[src/rtl/rrb_pkg.sv]
// ----------------------------------------------------------------------------
// rrb_pkg
// constants, types and saturation helpers for the rational resampler biquad
// ----------------------------------------------------------------------------
package rrb_pkg;

  // word field widths
  localparam int SAMPLE_BITS  = 16;
  localparam int COEF_W       = 20;
  localparam int FRAC_BITS    = 16;
  localparam int DELAY_W      = 40;
  localparam int PROD_W       = COEF_W + SAMPLE_BITS;
  localparam int ACC_W        = DELAY_W + 2;

  // configuration register widths
  localparam int UP_W         = 6;
  localparam int DOWN_W       = 8;
  localparam int CHAN_W       = 2;
  localparam int CFG_IDX_W    = 4;

  // limits
  localparam int MAX_UP       = 32;
  localparam int MAX_CHANNELS = 2;
  localparam int CH_SLOTS     = 2;
  localparam int K_W          = (MAX_UP > 1) ? $clog2(MAX_UP) : 1;

  // register map
  typedef enum logic [CFG_IDX_W-1:0] {
    REG_UP    = 4'd0,
    REG_DOWN  = 4'd1,
    REG_CHANS = 4'd2,
    REG_B0    = 4'd3,
    REG_B1    = 4'd4,
    REG_B2    = 4'd5,
    REG_A1    = 4'd6,
    REG_A2    = 4'd7
  } reg_idx_e;

  // sequencer states
  typedef enum logic [3:0] {
    ST_IDLE,
    ST_B0,
    ST_Y,
    ST_B1,
    ST_B2,
    ST_A1,
    ST_A2,
    ST_EMIT,
    ST_FLUSH
  } state_e;

  function automatic logic signed [SAMPLE_BITS-1:0] sat_sample(
    input logic signed [ACC_W-1:0] v
  );
    logic signed [ACC_W-1:0] hi;
    logic signed [ACC_W-1:0] lo;
    hi = {{(ACC_W-SAMPLE_BITS+1){1'b0}}, {(SAMPLE_BITS-1){1'b1}}};
    lo = ~hi;
    if (v > hi) begin
      sat_sample = {1'b0, {(SAMPLE_BITS-1){1'b1}}};
    end else if (v < lo) begin
      sat_sample = {1'b1, {(SAMPLE_BITS-1){1'b0}}};
    end else begin
      sat_sample = v[SAMPLE_BITS-1:0];
    end
  endfunction

  function automatic logic signed [DELAY_W-1:0] sat_delay(
    input logic signed [ACC_W-1:0] v
  );
    logic signed [ACC_W-1:0] hi;
    logic signed [ACC_W-1:0] lo;
    hi = {{(ACC_W-DELAY_W+1){1'b0}}, {(DELAY_W-1){1'b1}}};
    lo = ~hi;
    if (v > hi) begin
      sat_delay = {1'b0, {(DELAY_W-1){1'b1}}};
    end else if (v < lo) begin
      sat_delay = {1'b1, {(DELAY_W-1){1'b0}}};
    end else begin
      sat_delay = v[DELAY_W-1:0];
    end
  endfunction

endpackage

[src/rtl/rational_resampler_biquad.sv]
// ----------------------------------------------------------------------------
// rational_resampler_biquad
// L/M audio resampler: zero stuffing, per-channel biquad low-pass, decimation
// ----------------------------------------------------------------------------
// Each input word (sample plus channel) is followed by up_factor-1 zeros, and
// all of these values run through the transposed direct form II biquad kept
// for that channel (left/right state in stereo, channel 0 in mono). Every
// down_factor-th filtered value of a channel, counted by a per-channel phase
// that survives across input words, leaves as an output word; last_o marks
// the final output word caused by an input word. All filter math goes through
// one registered 20x16 multiplier driven by a small sequencer, so the block
// takes one input word at a time: the stuffed-in sample passes through the
// states B0, Y, B1, B2, A1 and A2, each stuffed zero through Y, B2, A1 and
// A2, each emitted word through EMIT and the wrap-up through FLUSH, after the
// IDLE state in which the word is taken; EMIT and FLUSH can wait while the
// output side holds off out_ready_i. The output register lets the
// sequencer go on while a finished word waits to be taken. Configuration
// writes are always taken (cfg_ready_o is tied high) and belong in idle time.
// ----------------------------------------------------------------------------
module rational_resampler_biquad (
  input  logic                                   clk_i,
  input  logic                                   rst_ni,
  // configuration write channel
  input  logic                                   cfg_valid_i,
  output logic                                   cfg_ready_o,
  input  logic [rrb_pkg::CFG_IDX_W-1:0]          cfg_index_i,
  input  logic [rrb_pkg::COEF_W-1:0]             cfg_data_i,
  // input words
  input  logic                                   in_valid_i,
  output logic                                   in_ready_o,
  input  logic signed [rrb_pkg::SAMPLE_BITS-1:0] sample_in_i,
  input  logic                                   channel_in_i,
  // output words
  output logic                                   out_valid_o,
  input  logic                                   out_ready_i,
  output logic signed [rrb_pkg::SAMPLE_BITS-1:0] sample_out_o,
  output logic                                   channel_out_o,
  output logic                                   last_o
);
  import rrb_pkg::*;

  // configuration registers
  logic [UP_W-1:0]           up_q;
  logic [DOWN_W-1:0]         down_q;
  logic [CHAN_W-1:0]         chans_q;
  logic signed [COEF_W-1:0]  b0_q, b1_q, b2_q, a1_q, a2_q;

  // sequencer
  state_e                    state_q, state_d;
  logic [K_W-1:0]            k_q;
  logic                      ch_q;

  // filter state per channel
  logic signed [DELAY_W-1:0] d1_q [CH_SLOTS];
  logic signed [DELAY_W-1:0] d2_q [CH_SLOTS];
  logic [DOWN_W-1:0]         phase_q [CH_SLOTS];

  // working registers
  logic signed [SAMPLE_BITS-1:0] x_q, y_q, pend_y_q, out_y_q;
  logic signed [PROD_W-1:0]      prod_q, t1_q, t2_q;
  logic                          pend_v_q, out_v_q, out_ch_q, out_last_q;

  // effective settings after clamping
  logic [UP_W-1:0]   l_eff;
  logic [DOWN_W-1:0] m_eff;
  logic              stereo;
  logic              first_step, last_step;

  always_comb begin
    if (up_q == '0) begin
      l_eff = UP_W'(1);
    end else if (up_q > UP_W'(MAX_UP)) begin
      l_eff = UP_W'(MAX_UP);
    end else begin
      l_eff = up_q;
    end
    m_eff  = (down_q == '0) ? DOWN_W'(1) : down_q;
    stereo = (MAX_CHANNELS > 1) && (chans_q >= CHAN_W'(2));
  end

  assign first_step = (k_q == '0);
  assign last_step  = (UP_W'(k_q) == (l_eff - UP_W'(1)));

  // shared multiplier, product registered every cycle
  logic signed [COEF_W-1:0]      mul_a;
  logic signed [SAMPLE_BITS-1:0] mul_b;
  logic signed [PROD_W-1:0]      mul_a_ext, mul_b_ext, prod_d;

  assign mul_a_ext = {{SAMPLE_BITS{mul_a[COEF_W-1]}}, mul_a};
  assign mul_b_ext = {{COEF_W{mul_b[SAMPLE_BITS-1]}}, mul_b};
  assign prod_d    = mul_a_ext * mul_b_ext;

  // output value: round half up, then saturate
  logic signed [ACC_W-1:0]       acc, acc_rnd;
  logic signed [SAMPLE_BITS-1:0] y_d;
  logic signed [PROD_W-1:0]      b0x;

  assign b0x     = first_step ? prod_q : '0;
  assign acc     = ACC_W'(b0x) + ACC_W'(d1_q[ch_q]);
  assign acc_rnd = acc + (ACC_W'(1) <<< (FRAC_BITS - 1));
  assign y_d     = sat_sample(acc_rnd >>> FRAC_BITS);

  // delay updates, d1 uses the old d2
  logic signed [DELAY_W-1:0] d1_d, d2_d;
  assign d1_d = sat_delay(ACC_W'(t1_q) - ACC_W'(prod_q) + ACC_W'(d2_q[ch_q]));
  assign d2_d = sat_delay(ACC_W'(t2_q) - ACC_W'(prod_q));

  // decimation phase
  logic [DOWN_W-1:0] phase_inc;
  logic              hit;
  assign phase_inc = phase_q[ch_q] + DOWN_W'(1);
  assign hit       = (phase_inc >= m_eff) || (phase_inc == '0);

  logic out_free;
  assign out_free = !out_v_q || out_ready_i;

  // next state
  always_comb begin
    state_d = state_q;
    unique case (state_q)
      ST_IDLE:  if (in_valid_i) state_d = ST_B0;
      ST_B0:    state_d = ST_Y;
      ST_Y:     state_d = first_step ? ST_B1 : ST_B2;
      ST_B1:    state_d = ST_B2;
      ST_B2:    state_d = ST_A1;
      ST_A1:    state_d = ST_A2;
      ST_A2: begin
        if (hit) begin
          state_d = ST_EMIT;
        end else begin
          state_d = last_step ? ST_FLUSH : ST_Y;
        end
      end
      ST_EMIT: begin
        if (!pend_v_q || out_free) begin
          state_d = last_step ? ST_FLUSH : ST_Y;
        end
      end
      ST_FLUSH: if (!pend_v_q || out_free) state_d = ST_IDLE;
      default:  state_d = ST_IDLE;
    endcase
  end

  // sequencer outputs
  logic emit_go, flush_go, step_adv, out_load;
  always_comb begin
    in_ready_o = (state_q == ST_IDLE);
    emit_go    = (state_q == ST_EMIT)  && (!pend_v_q || out_free);
    flush_go   = (state_q == ST_FLUSH) && (!pend_v_q || out_free);
    step_adv   = (emit_go || ((state_q == ST_A2) && !hit)) && !last_step;
    out_load   = (emit_go || flush_go) && pend_v_q;
    mul_a      = b0_q;
    mul_b      = x_q;
    unique case (state_q)
      ST_B0: begin
        mul_a = b0_q;
        mul_b = x_q;
      end
      ST_Y: begin
        mul_a = b1_q;
        mul_b = x_q;
      end
      ST_B1: begin
        mul_a = b2_q;
        mul_b = x_q;
      end
      ST_B2: begin
        mul_a = a1_q;
        mul_b = y_q;
      end
      ST_A1: begin
        mul_a = a2_q;
        mul_b = y_q;
      end
      default: begin
        mul_a = b0_q;
        mul_b = x_q;
      end
    endcase
  end

  assign cfg_ready_o = 1'b1;

  // configuration registers
  always_ff @(posedge clk_i or negedge rst_ni) begin
    if (!rst_ni) begin
      up_q    <= UP_W'(1);
      down_q  <= DOWN_W'(1);
      chans_q <= CHAN_W'(1);
      b0_q    <= COEF_W'(1) <<< FRAC_BITS;
      b1_q    <= '0;
      b2_q    <= '0;
      a1_q    <= '0;
      a2_q    <= '0;
    end else if (cfg_valid_i) begin
      unique case (cfg_index_i)
        REG_UP:    up_q    <= cfg_data_i[UP_W-1:0];
        REG_DOWN:  down_q  <= cfg_data_i[DOWN_W-1:0];
        REG_CHANS: chans_q <= cfg_data_i[CHAN_W-1:0];
        REG_B0:    b0_q    <= cfg_data_i;
        REG_B1:    b1_q    <= cfg_data_i;
        REG_B2:    b2_q    <= cfg_data_i;
        REG_A1:    a1_q    <= cfg_data_i;
        REG_A2:    a2_q    <= cfg_data_i;
        default:   ;
      endcase
    end
  end

  // control and filter state
  always_ff @(posedge clk_i or negedge rst_ni) begin
    if (!rst_ni) begin
      state_q    <= ST_IDLE;
      k_q        <= '0;
      ch_q       <= 1'b0;
      pend_v_q   <= 1'b0;
      out_v_q    <= 1'b0;
      out_ch_q   <= 1'b0;
      out_last_q <= 1'b0;
      for (int i = 0; i < CH_SLOTS; i++) begin
        d1_q[i]    <= '0;
        d2_q[i]    <= '0;
        phase_q[i] <= '0;
      end
    end else begin
      state_q <= state_d;
      if ((state_q == ST_IDLE) && in_valid_i) begin
        k_q  <= '0;
        ch_q <= stereo ? channel_in_i : 1'b0;
      end else if (step_adv) begin
        k_q <= k_q + K_W'(1);
      end
      if (state_q == ST_A1) begin
        d1_q[ch_q] <= d1_d;
      end
      if (state_q == ST_A2) begin
        d2_q[ch_q]    <= d2_d;
        phase_q[ch_q] <= hit ? '0 : phase_inc;
      end
      if (emit_go) begin
        pend_v_q <= 1'b1;
      end else if (flush_go) begin
        pend_v_q <= 1'b0;
      end
      if (out_load) begin
        out_v_q    <= 1'b1;
        out_ch_q   <= ch_q;
        out_last_q <= (state_q == ST_FLUSH);
      end else if (out_ready_i) begin
        out_v_q <= 1'b0;
      end
    end
  end

  // datapath words
  always_ff @(posedge clk_i) begin
    prod_q <= prod_d;
    if ((state_q == ST_IDLE) && in_valid_i) begin
      x_q <= sample_in_i;
    end
    if (state_q == ST_Y) begin
      y_q <= y_d;
      if (!first_step) begin
        t1_q <= '0;
      end
    end
    if (state_q == ST_B1) begin
      t1_q <= prod_q;
    end
    if (state_q == ST_B2) begin
      t2_q <= first_step ? prod_q : '0;
    end
    if (emit_go) begin
      pend_y_q <= y_q;
    end
    if (out_load) begin
      out_y_q <= pend_y_q;
    end
  end

  assign out_valid_o   = out_v_q;
  assign sample_out_o  = out_y_q;
  assign channel_out_o = out_ch_q;
  assign last_o        = out_last_q;

  // no word may be left pending when a new input word can be taken
  assert property (@(posedge clk_i) disable iff (!rst_ni)
    (state_q == ST_IDLE) |-> !pend_v_q)
    else $error("pending word left behind at idle");

  // the step counter stays inside the stuffing factor while busy
  assert property (@(posedge clk_i) disable iff (!rst_ni)
    (state_q != ST_IDLE) |-> (UP_W'(k_q) < l_eff))
    else $error("step counter beyond stuffing factor");

  // wrap-up of an item moves the pending word out flagged as last
  assert property (@(posedge clk_i) disable iff (!rst_ni)
    ((state_q == ST_FLUSH) && pend_v_q && out_free) |=> (out_valid_o && last_o))
    else $error("final word of an item not flagged last");

endmodule
[config.mk]
export PLATFORM = sky130hd
export DESIGN_NAME = rational_resampler_biquad
export DESIGN_NICKNAME = d
export VERILOG_FILES = /design/src/rtl/rrb_pkg.sv /design/src/rtl/rational_resampler_biquad.sv
export SDC_FILE = /design/constraint.sdc
export NUM_CORES = 2
export LEC_CHECK = 0
export BUFFER_PORTS_ARGS = -buffer_cell sky130_fd_sc_hd__buf_2
export CORE_MARGIN = 3
export CORE_UTILIZATION = 32
export DETAILED_ROUTE_END_ITERATION = 8
export GPL_ROUTABILITY_DRIVEN = 1
export SLEW_MARGIN = 10
export SYNTH_ARGS = -nofsm -noshare
export SYNTH_HDL_FRONTEND = slang
export SYNTH_SLANG_ARGS = --single-unit
[constraint.sdc]
create_clock -name clk_i -period 9.4 [get_ports clk_i]
set_input_delay 0.47 -clock clk_i [delete_from_list [all_inputs] [get_ports clk_i]]
set_output_delay 0.47 -clock clk_i [all_outputs]
set_load 0.01 [all_outputs]
Yosys cells after proc, flatten, opt, wreduce, memory -nomap -nowiden:

Cells that the tools add are included.

* bits in registers: 478
* latch bits: 0
* RAM bits: 0
* bits in read-only memories: 0
* input bits: 46
* output and inout bits: 21
* word-level logic and storage cells: 151
* memories: 0

* $add $sub $neg: 8
* $mul: 1
* divide/modulo/power cells: 0
* order comparisons: 11
* eq/ne operators: 20
* shifts and indexed selects: 0
* multiplexer cells: 45
* bitwise gates (word level): 1
* reductions and logical operators: 37

Operators with widths (number)
* 40-bit 2-to-1 mux: 11
* 80-bit bitwise mux: 2
* 36-bit 2-to-1 mux: 4
* 20-bit case mux with 4 select lines: 1
* 36-bit by 36-bit subtractor with 37-bit output: 2
* 8-bit 2-to-1 mux: 6
* 41-bit by 17-bit adder with 42-bit output (second input constant): 1
* 36-bit by 40-bit adder with 41-bit output: 1
* 37-bit by 40-bit adder with 41-bit output: 1
* 41-bit by 40-bit greater-than comparator with 1-bit output (second input constant): 1
* 41-bit by 40-bit < comparator with 1-bit output (second input constant): 1
* 40-bit demux with 1-bit select: 1
* 37-bit by 40-bit greater-than comparator with 1-bit output (second input constant): 1
* 37-bit by 40-bit < comparator with 1-bit output (second input constant): 1
* 20-bit by 16-bit multiplier with 36-bit output: 1
* 4-bit case mux with 9 select lines: 1
* 4-bit by 3-bit == test with 1-bit output (second input constant): 8
* 16-bit 2-to-1 mux: 2
* 26-bit by 16-bit greater-than comparator with 1-bit output (second input constant): 1
* 26-bit by 16-bit < comparator with 1-bit output (second input constant): 1
* 4-bit 2-to-1 mux: 5
* 2-bit AND reduction: 9
* 16-bit bitwise mux: 1
* 4-bit by 2-bit == test with 1-bit output (second input constant): 4
* other kinds (28): 56

Depth between registers and ports, before layout:

* depth after elaboration: 13
* mapped depth: 35
* mapped depth without buffers: 33

Least setup slack after synthesis:

No wires, ideal clock.

* path kind: register -> register
* start: register state_q[0]
* end: register prod_q[34]
* setup time: 0.072 ns
* arrival time: 8.248 ns
* data required time: 9.328 ns
* setup slack: 1.080 ns
* cell stages (with the launch flop): 31
* clock period less this slack: 8.320 ns
* cells stage by stage: dfrtp_1 clkbuf_1 nor3_1 clkbuf_1 a222oi_1 nand2_1 o21a_1 clkbuf_1 nand2_1 fa_1 fa_1 fa_1 inv_1 fa_1 fa_1 inv_1 fa_1 inv_1 ha_1 a21o_1 a21o_1 a21o_1 a2111oi_0 o311ai_0 nand3_1 a31o_2 a21oi_1 nand3_1 nand2_1 a21oi_1 xnor2_1

* word-level cells in the longest chain between the ends: 4
* elaborated cells on any way between the ends: 8

RTL lines
* from (decl): RTL line rational_resampler_biquad.sv:49 `state_e state_q, state_d;`
* from (signal assigned): RTL line rational_resampler_biquad.sv:226 `state_q <= state_d;`
* 4-bit by 3-bit == test with 1-bit output: RTL line rational_resampler_biquad.sv:154 `unique case (state_q)`
* 2-bit OR reduction (no line)
* 16-bit 2-to-1 mux: RTL line rational_resampler_biquad.sv:154
* 20-bit by 16-bit multiplier with 36-bit output *: RTL line rational_resampler_biquad.sv:91 `assign prod_d = mul_a_ext * mul_b_ext;`
* via prod_d[34]: RTL line rational_resampler_biquad.sv:87 `logic signed [PROD_W-1:0] mul_a_ext, mul_b_ext, prod_d;`
* to (signal assigned): RTL line rational_resampler_biquad.sv:257 `prod_q <= prod_d;`
* to (decl): RTL line rational_resampler_biquad.sv:60 `logic signed [PROD_W-1:0] prod_q, t1_q, t2_q;`

Mark *: on every way through the listed nets, which the timed path passes. The rest lies on a longest branch.
A chain may end at the register's enable or synchronous reset.

Worst setup path after layout:

* start: register state_q[3]
* end: register prod_q[34]

Same word-level chain as after synthesis.

==> impl_summary.log <==
[metrics] number of top-level pins: 67
[metrics] maximum clock frequency: ~110 MHz
[metrics] post-detailed-route via-to-cell ratio: 4.95
[metrics] worst slew slack as a fraction of its limit: 4.29%
[metrics] post-layout min period: 8.81 ns
[metrics] share of layout cells above drive strength 1: 12.7%
[metrics] type of element capturing the critical path: flip-flop
[metrics] top-area cell type share of the netlist area: between 10% and 20%
[metrics] Die Footprint: 123,000 um^2
[metrics] kind of path behind the tightest hold check: input port to flip-flop
[metrics] routed len/inst: about 18 um
[metrics] DRT Wirelength: 97,700 um
[metrics] number of buffers added by the clock tree synthesis step: 52
[metrics] clock transition at the registers of the reported paths: 0.06 ns
[metrics] number of maximum-capacitance constraint violations: 0
[metrics] worst-case hold slack: 0.0355 ns
[metrics] leading cell type by number of instances after synthesis: sky130_fd_sc_hd__inv_1
[metrics] top post-synthesis cells by count: sky130_fd_sc_hd__inv_1 (587), sky130_fd_sc_hd__nand2_1 (399), sky130_fd_sc_hd__fa_1 (357)
[metrics] global-route congestion overflow total: 0
[metrics] drt initial violations: 1,732
[metrics] crit-path most repeated cell: sky130_fd_sc_hd__fa_1
[metrics] routed via count: around 27,000
[metrics] gate count of the mapped netlist: approximately 3,800
[metrics] worst skew pair latency: roughly 0.62 ns
[metrics] slowest cell delay on critical path: between 1 and 1.5 ns
[metrics] final-report hold violation count: 0
[metrics] standard-cell row count: ~130
[metrics] RSZ-0062 raised after global routing: false
[metrics] Die Width: between 300 and 400 um
[metrics] wire length of the first global-routing pass: ~160,000 um
[metrics] register area share after synthesis: 32.4%
[metrics] max-slew violation count: 0
[metrics] CTS H-Tree Depth: 2
[metrics] Arrival @ worst endpoint: between 9 and 10 ns
[metrics] run status: completed
[metrics] Worst Max-Slew Pin Slew: 1.42 ns
[metrics] global router's overall resource usage: 16.2%
[metrics] count of flip-flops with a built-in enable after synthesis: 136
[metrics] library cell with the largest summed area after synthesis: sky130_fd_sc_hd__dfrtp_1
[metrics] setup TNS after final layout: 0 ns
[metrics] number of global-route vias before repair: between 20,000 and 30,000
[metrics] net count of the finished layout: 4,505
[metrics] worst path bufs/invs: 6
[metrics] routability congestion estimate: approximately 0.91
[metrics] worst-path fanout max: 42
[metrics] total stage count of the critical path: 30
[metrics] number of stages on the worst hold path: 1
[metrics] synthesized net count: 4,469
[metrics] clock sink count: 473
[metrics] share of synthesized registers carrying an async set or reset: 63.6%
[metrics] cell class contributing the biggest share of worst-path delay: adder cells
[metrics] primary flip-flop cell chosen by synthesis mapping: sky130_fd_sc_hd__dfrtp_1
[metrics] element type at the critical path start: flip-flop
[metrics] average instance area after synthesis: 10.0 um^2
[metrics] number of fillers in the final layout: around 12,000
[metrics] router iterations before antenna repair: 7
[metrics] number of antenna violations at the first check in global routing: 2
[metrics] clock skew after layout: 0.0278 ns
[metrics] maximum number of pins on one net before global-route repair: 119
[metrics] floorplan core area: about 120,000 um^2
[metrics] die span in y: 351 um
[metrics] Area contributors post-synth: sky130_fd_sc_hd__dfrtp_1 (20%), sky130_fd_sc_hd__fa_1 (19%), sky130_fd_sc_hd__edfxtp_1 (11%), sky130_fd_sc_hd__ha_1 (8.4%), sky130_fd_sc_hd__mux2_2 (6.8%)
[metrics] number of port buffers: between 60 and 70
[metrics] effective utilization at floorplan: between 30 and 40%
[metrics] Area growth syn-to-layout: 10.5%
[metrics] register bit total from synthesis: around 470
[metrics] buffer type at the clock tree root: sky130_fd_sc_hd__clkbuf_16
[metrics] mapped cell area: 38,100 um^2
[metrics] worst endpoint required time: 9.94 ns
[metrics] Final period util: 93.8%
[metrics] DP Wirelength: between 70,000 and 80,000 um
[metrics] number of buffers on the longest clock path: 3
[metrics] diode count: 0
[metrics] synth warn: 0
[metrics] Crit Path Category: flip-flop to flip-flop
[metrics] TritonCTS clock tree: done
[metrics] number of setup violations in the final report: 0
[metrics] post-route antenna net violation count: 0
[metrics] CP max-delay cell: sky130_fd_sc_hd__o21ai_0
[metrics] post-detailed-route DRC marker count: 0
[metrics] Netlist cell types: 90
[metrics] worst r2r path cells: 30
[logic make-up after synthesis]
group	Yosys count	share of synthesized area (%)
DFF	473	32.4
and+or+nand+nor	930	10.7
adders and majority gates	614	27.2
other	1	0.00984
xor gates and xnor gates	137	3.15
muxes	292	8.45
buffers and inverters	732	7.39
AOI/OAI and AO/OA	630	10.7
[per-stage QoR]
stage          cell area (um^2)  setup WS [ns]  instances  util [%]
6_report                  42100          0.586       5411      35.9
5_1_grt                   42100         0.0544       5411      35.9
4_1_cts                   42100          0.685       5411      35.9
3_5_place_dp              40200          0.724       5306      34.3
3_3_place_gp              40200          0.881       5306      34.3
2_1_floorplan             38100           1.08       3809         -
[worst register-to-register path: cells and delay by family (launching register included)]
kind            cells  cell delay (ns)
fa+ha+maj           7             3.42
compound gates      9             2.95
simple gates        7             1.28
buf+inv             6             0.51
flops               1             0.46
xor+xnor            1             0.14
[repair_timing]
item                                   4_1_cts  5_1_grt
hold buffers                                 9        0
endpoints found under the hold margin       95        0
gates resized for setup                      0        0
buffers inserted                             0        0
[flip-flops by register name (all words and copies together) (netlist names), 8 cells and up]
register / count
a2_q: 20
b2_q: 20
a1_q: 20
phase_q: 16
d2_q: 76
sample_out_o: 16
y_q: 16
b1_q: 20
x_q: 16
prod_q: 36
b0_q: 20
t2_q: 36
d1_q: 80
t1_q: 36
pend_y_q: 16
down_q: 8
[cells in the final DEF (no fill, tap or decap), drive strengths merged, types with 7 or more instances in the layout]
cell	synthesis	layout
xor2	42	42
nor2	294	294
a21o	108	108
fa	357	357
inv	587	588
nor2b	21	21
o211ai	7	7
edfxtp	136	136
nand3	35	35
and2	14	14
a21oi	163	163
o21ai	169	169
bufinv	0	7
clkbuf	121	72
nand2	399	399
nand2b	29	29
dfxtp	36	36
mux2	232	232
xnor2	95	95
ha	257	257
and3	51	51
dlygate4sd3	0	9
or3	10	10
dfrtp	298	298
o31ai	13	13
o21a	40	40
a31oi	18	18
buf	22	118
nor3	20	20
mux2i	60	60
nand3b	9	9
a222oi	20	20
o21bai	23	23
a211oi	10	10
or2	8	8
nand4	16	16
clkinv	0	14
[worst paths after layout]
check	from	endpoint	slack [ns]
max in group asynchronous	rst_ni	d1_q[62]	6.67
min in group asynchronous	rst_ni	b1_q[18]	0.56
worst max-delay path	state_q[3]	prod_q[34]	0.59
worst min register to register	pend_y_q[7]	sample_out_o[7]	0.42
worst min-delay path	sample_in_i[5]	x_q[5]	0.04
worst max register to register	state_q[3]	prod_q[34]	0.59
[metal layers]
metal | track usage [%] | up-vias | share of wire, %
li1 | - | 12637 | -
met1 | 21.2 | 13294 | 44
met3 | 3.01 | 185 | 5.6
met4 | 6.29 | 2 | 4.2
met5 | 0 | - | 0.011
met2 | 26.4 | 640 | 46
[cell type report]
class,count,area (um^2),area share [%]
tap,1524,1910,4.53
sequential,473,12300,29.3
timing repair buffer,127,823,1.96
multi-input combinational,2604,23000,54.7
clock inverter,24,305,0.725
inverter,587,2200,5.24
clock buffer,72,1480,3.51
Power is not shown: default switching activity piles up to over one toggle a cycle in this logic, so the estimate is an artifact.
